**config.mk**
```make
export PLATFORM = sky130hd
export DESIGN_NAME = mvr_cfg
export DESIGN_NICKNAME = d
export VERILOG_FILES = /design/src/mvr_pkg.sv /design/src/mvr_cfg.sv
export SDC_FILE = /design/constraint.sdc
export NUM_CORES = 1
export LEC_CHECK = 0
export BUFFER_PORTS_ARGS = -buffer_cell sky130_fd_sc_hd__buf_2
export CAP_MARGIN = 0
export CORE_MARGIN = 5
export CORE_UTILIZATION = 50
export CTS_CLUSTER_SIZE = 8
export DETAILED_ROUTE_END_ITERATION = 7
export HOLD_SLACK_MARGIN = 0.05
export PLACE_DENSITY = 0.95
export SLEW_MARGIN = 20
export SYNTH_ARGS = -nofsm -noshare
export SYNTH_HDL_FRONTEND = slang
export SYNTH_SLANG_ARGS = --single-unit
```
**constraint.sdc**
```tcl
create_clock -name clk -period 3.2 [get_ports clk]
set_clock_uncertainty 0.05 [all_clocks]
set_input_delay 0.64 -clock clk [delete_from_list [all_inputs] [get_ports clk]]
set_output_delay 0.64 -clock clk [all_outputs]
set_load 0.01 [all_outputs]
```
**src/mvr_pkg.sv**
```systemverilog
// shared types, codes and constants for the motor velocity ramp and pid block
// no dependencies
package mvr_pkg;

  localparam int STALL_LIMIT_DEF = 100;
  localparam int ADDR_W = 4;

  localparam logic [2:0] OP_RAMP    = 3'd0;
  localparam logic [2:0] OP_CONTROL = 3'd1;
  localparam logic [2:0] OP_TARGET  = 3'd2;
  localparam logic [2:0] OP_OPEN    = 3'd3;
  localparam logic [2:0] OP_LOCK    = 3'd4;

  localparam logic [1:0] REG_ACCEL  = 2'd0;
  localparam logic [1:0] REG_GAIN_P = 2'd1;
  localparam logic [1:0] REG_GAIN_I = 2'd2;
  localparam logic [1:0] REG_GAIN_D = 2'd3;

  localparam logic [9:0] ACCEL_MIN   = 10'd2;
  localparam logic [9:0] ACCEL_MAX   = 10'd1000;
  localparam logic [9:0] ACCEL_RESET = 10'd100;

  // drive scale and its reciprocal: floor(n / 10000) = (n * DIV_MAGIC) >> DIV_SHIFT
  localparam int          PWM_SCALE = 10000;
  localparam logic [31:0] DIV_MAGIC = 32'd3518437209;
  localparam int          DIV_SHIFT = 45;

  typedef struct packed {
    logic [9:0]  accel;
    logic [15:0] gain_p;
    logic [15:0] gain_i;
    logic [15:0] gain_d;
  } cfg_t;

  typedef struct packed {
    logic [2:0]  opcode;
    logic [15:0] meas;
    logic [15:0] tgt;
    logic [18:0] pwm;
  } item_t;

  typedef struct packed {
    logic [31:0] acc;
    logic [16:0] ramp;
    logic [16:0] goal;
    logic        good;
    logic        closed;
  } status_t;

endpackage

```
**src/mvr_cfg.sv**
```systemverilog
// configuration registers behind the apb-style port: acceleration and pid gains
// depends on mvr_pkg
module mvr_cfg import mvr_pkg::*; (
  input  logic              clk,
  input  logic              rst,
  input  logic              psel,
  input  logic              penable,
  input  logic              pwrite,
  input  logic [ADDR_W-1:0] paddr,
  input  logic [31:0]       pwdata,
  output logic [31:0]       prdata,
  output logic              pready,
  output cfg_t              cfg
);

  logic       wr_en;
  logic [9:0] accel_wr;

  assign pready = 1'b1;
  assign wr_en  = psel && penable && pwrite;

  always_comb begin
    accel_wr = pwdata[9:0];
    if (accel_wr < ACCEL_MIN) begin
      accel_wr = ACCEL_MIN;
    end else if (accel_wr > ACCEL_MAX) begin
      accel_wr = ACCEL_MAX;
    end
  end

  always_ff @(posedge clk) begin
    if (rst) begin
      cfg.accel  <= ACCEL_RESET;
      cfg.gain_p <= '0;
      cfg.gain_i <= '0;
      cfg.gain_d <= '0;
    end else if (wr_en) begin
      case (paddr[3:2])
        REG_ACCEL:  cfg.accel  <= accel_wr;
        REG_GAIN_P: cfg.gain_p <= pwdata[15:0];
        REG_GAIN_I: cfg.gain_i <= pwdata[15:0];
        REG_GAIN_D: cfg.gain_d <= pwdata[15:0];
        default: ;
      endcase
    end
  end

  always_comb begin
    case (paddr[3:2])
      REG_ACCEL:  prdata = {22'd0, cfg.accel};
      REG_GAIN_P: prdata = {{16{cfg.gain_p[15]}}, cfg.gain_p};
      REG_GAIN_I: prdata = {{16{cfg.gain_i[15]}}, cfg.gain_i};
      REG_GAIN_D: prdata = {{16{cfg.gain_d[15]}}, cfg.gain_d};
      default:    prdata = '0;
    endcase
  end

endmodule

```
Word-level counts from Yosys, hierarchy flattened
Index checks and enable logic that the tools add are counted.

Bitwise operators: 0. Div/mod/pow operators: 0. $add $sub $neg: 0. Mux-type cells: 3. Reductions and logical operators: 7. Shift operators: 0. $lt $le $gt $ge: 2. Equal/unequal tests: 3. Multiply operators: 0.

Operator list (count): 32-bit one-hot mux with 4 select lines (1); 10-bit two-way mux (2); 10-bit > comparator, second input constant (1); 10-bit by 2-bit less-than comparator with 1-bit output, second input constant (1); 2-bit AND reduction (4); 2-bit == test, second input constant (2); 2-bit by 1-bit == test with 1-bit output, second input constant (1); 1-bit logical AND (2); 2-bit zero test (1).

Memory bits (read-only): 0. Latch bits: 0. Bits in writable memories: 0. Flip-flop bits (word level): 58. Output and inout bits: 91. Input bits: 41. Memories kept: 0.

Longest topological paths before layout
Depth in word-level cells: 3. Depth in mapped cells: 5. Depth with buffers taken out: 3.

Least setup slack after synthesis
OpenSTA, ideal clock, no wires.

Path kind: input -> output. Start: input port paddr[2]. End: output port prdata[16]. Arrival: 1.926 ns. Stages: 5. Path buffers: 3. Setup slack: 0.584 ns. Cells stage by stage: buf_6 -> buf_2 -> mux2_2 -> a22o_1 -> buf_4.

Word-level cells in the longest chain between the ends: 2. Elaborated cells between the ends (all ways): 5.

Ends and longest elaborated chain: start, declared (RTL line mvr_cfg.sv:9) `input logic [ADDR_W-1:0] paddr,`; 2-bit == test (tied with other cells) (RTL line mvr_cfg.sv:49) `case (paddr[3:2])`; 32-bit one-hot mux with 4 select lines * (RTL line mvr_cfg.sv:49); end, declared (RTL line mvr_cfg.sv:11) `output logic [31:0] prdata,`.

Mark *: on every way between the ends. The rest lies on a longest branch, timed or not.

Worst setup path in the final report
Start: input port paddr[2]. End: output port prdata[7].

Same word-level chain as after synthesis.

==> impl_metrics.env <==
export IMPL_outcome="completed"
export IMPL_relSlewSlack_pct=32.33
export IMPL_r2r_start="cfg[48]"
export IMPL_pwr_share_seq_pct=47.7
export IMPL_cts_setup_buffers=0
export IMPL_final_util_pct=62.73
export IMPL_cpPeakStageDelay_ps=550
export IMPL_clock_sinks=58
export IMPL_clockBufferDepth=2
export IMPL_area_growth_pct=22.23
export IMPL_grt_overflow_total=0
export IMPL_p_comb_share_pct=9.9
export IMPL_setup_worst_path_class="in2out"
export IMPL_post_route_cells_drive_above_1_share_pct=38.24
export IMPL_synth_xor_area_share_pct=0
export IMPL_critical_path_cell_chain="buf_2, buf_4, mux4_2, buf_2"
export IMPL_post_route_period_util_pct=83.24
export IMPL_worstPathMaxFanout=24
export IMPL_clkPwrFrac_pct=42.4
export IMPL_fmax_ghz=0.3754
export IMPL_required_ps=2510
export IMPL_rows=27
export IMPL_synth_simple_area_share_pct=13.67
export IMPL_cellLeakagePower_nw=1.514
export IMPL_final_common_cell="buf_2"
export IMPL_final_cell_area_um2=3433
export IMPL_largest_reg_flops=58
export IMPL_syn_nets=365
export IMPL_avgSynthCellArea_um2=8.670
export IMPL_placed_cell_area_um2=3241
export IMPL_period_needed_ps=2664
export IMPL_regMostFlops="cfg"
export IMPL_gp_congestion=0.8760
export IMPL_crit_arrival_ps=1970
export IMPL_viasPerCell=6.194
export IMPL_total_power_mw=1.550
export IMPL_netSwitchingFraction_pct=25.50
export IMPL_drv_slew=0
export IMPL_drc=0
export IMPL_synth_seq_cells=58
export IMPL_p_int_mw=1.154
export IMPL_fin_hold_ws_ps=442.4
export IMPL_antennaDiodeCount=0
export IMPL_cp_slowest_cell="mux4_2"
export IMPL_grt_pass1_wl_mm=13.55
export IMPL_p_switching_mw=0.3951
export IMPL_root_buffer="clkbuf_8"
export IMPL_drt_initial_drc_count=270
export IMPL_htree_num_levels=3
export IMPL_numCtsBuffers=9
export IMPL_async_flop_share_pct=0
export IMPL_dieArea_um2=7217
export IMPL_synth_edff_count=0
export IMPL_grt_max_degree=41
export IMPL_ys_warn_count=0
export IMPL_hold_viol=0
export IMPL_synthAdderAreaFrac_pct=0
export IMPL_n_fill_cell=471
export IMPL_setup_violations=0
export IMPL_die_x_um=84.95
export IMPL_peakVddDrop_mv=0.3175
export IMPL_ctsHoldBuffers=0
export IMPL_wire_per_inst_um=18.23
export IMPL_yosysUniqueCellTypes=37
export IMPL_final_nets=445
export IMPL_largestRegisters="cfg: 58 flops"
export IMPL_grt_usage_pct=23.67
export IMPL_netlist_area_um2=2809
export IMPL_synth_compound_area_share_pct=24.01
export IMPL_final_antenna_net_count=0
export IMPL_crit_path_start="paddr[2]"
export IMPL_clkSlewWorstSetupHoldPaths_ps=60
export IMPL_start_util_pct=51.33
export IMPL_dp_hpwl_mm=5.860
export IMPL_netlist_instances=324
export IMPL_die_y_um=84.95
export IMPL_vias=2973
export IMPL_crit_path_end_kind="output pin"
export IMPL_io_buffers=112
export IMPL_synth_top_family_by_area="compound AO/OA/AOI/OAI gates"
export IMPL_clk_latency_ps=330
export IMPL_crit_top_cell="buf_2"
export IMPL_dr_pass1_iters=6
export IMPL_hp_start="cfg[14]"
export IMPL_routed_wl_mm=8.751
export IMPL_core_um2=5473
export IMPL_tritoncts="built"
export IMPL_antenna_found_initial=0
export IMPL_power_density_nw_per_um2=451.3
export IMPL_grt_setup_unrepaired="no"
export IMPL_cts_resized=0
export IMPL_synth_flop_cell="dfxtp_1"
export IMPL_muxShareOfSynthArea_pct=10.42
export IMPL_tns_ps=0
export IMPL_hold_path_class="reg2reg"
export IMPL_synth_seq_area_share_pct=41.34
export IMPL_worst_pin_slew_ps=1014
export IMPL_drv_cap=0
export IMPL_most_common_layout_cells="buf_2 (112), dfxtp_1 (58), a21oi_1 (54)"
export IMPL_io_pins=132
export IMPL_grt_pass1_vias=2758
export IMPL_cp_start_kind="input pin"
## final timing paths
check	to	slack [ps]	cells past startpoint
hold reg to reg	cfg[14]	440	2
hold / removal	cfg[14]	440	2
setup reg to reg	cfg[48]	2340	3
setup / recovery	prdata[7]	540	4
## power by group through the flow
| stage | clock network (mW) | registers, mW | logic (mW) |
|---|---|---|---|
| 5_1_grt | 0.699 | 0.740 | 0.166 |
| 6_report | 0.657 | 0.739 | 0.154 |
| 3_3_place_gp | 0 | 0.754 | 0.146 |
| 4_1_cts | 0.660 | 0.739 | 0.152 |
| 3_5_place_dp | 0 | 0.755 | 0.151 |
| 2_1_floorplan | 0 | 0.758 | 0.0887 |
## metal layers
| layer | share of wire (%) | routed length [um] | track usage (%) | vias up |
|---|---|---|---|---|
| li1 | - | - | - | 1330 |
| met1 | 36 | 3180 | 28.78 | 1416 |
| met2 | 51 | 4445 | 39.12 | 199 |
| met3 | 11 | 924 | 5.340 | 28 |
| met4 | 2.3 | 200 | 12.09 | 0 |
| met5 | 0 | 0 | 0 | - |
## logic make-up (layout without fill, tap and decap cells)
logic type | Yosys count | count (layout)
muxes | 16 | 16
buffers and inverters | 55 | 139
AOI/OAI and AO/OA | 122 | 122
other | 1 | 1
and+or+nand+nor | 72 | 72
DFF | 58 | 58
## synthesized netlist by cell type (5+ instances only)
cell type  instances  share of area [%]
inv_1              5               0.67
mux2_2             6                2.4
buf_4             17                4.5
dfxtp_1           58                 41
clkbuf_1          18                2.4
o21ai_0           52                9.3
a22o_1             6                1.9
mux4_2            10                8.0
nand3_1           53                9.4
a21oi_1           54                9.6
buf_2             11                2.0
## final cells by class
type                    instances  area [um^2]  share of cell area, %
clock inverters                 5        55.05                  1.603
repair buffers                119        613.1                  17.86
clock buffers                  10        137.6                  4.009
inverters                       5        18.77                 0.5466
well taps                      72        90.09                  2.624
flip-flops and latches         58         1161                  33.82
multi-input cells             211         1358                  39.54
## per-stage QoR
stage / std cells / worst slack (ps)
floorplan: 324 / 583.8
global placement: 465 / 553.0
detailed placement: 465 / 533.7
CTS: 480 / 534.4
global route: 480 / 361.3
finish: 480 / 536.3
## worst max-delay path: cells and delay by family
| kind | cells | cell delay (ps) |
|---|---|---|
| buffers and inverters | 3 | 770 |
| muxes | 1 | 550 |
Power figures use the tool's default switching activity.
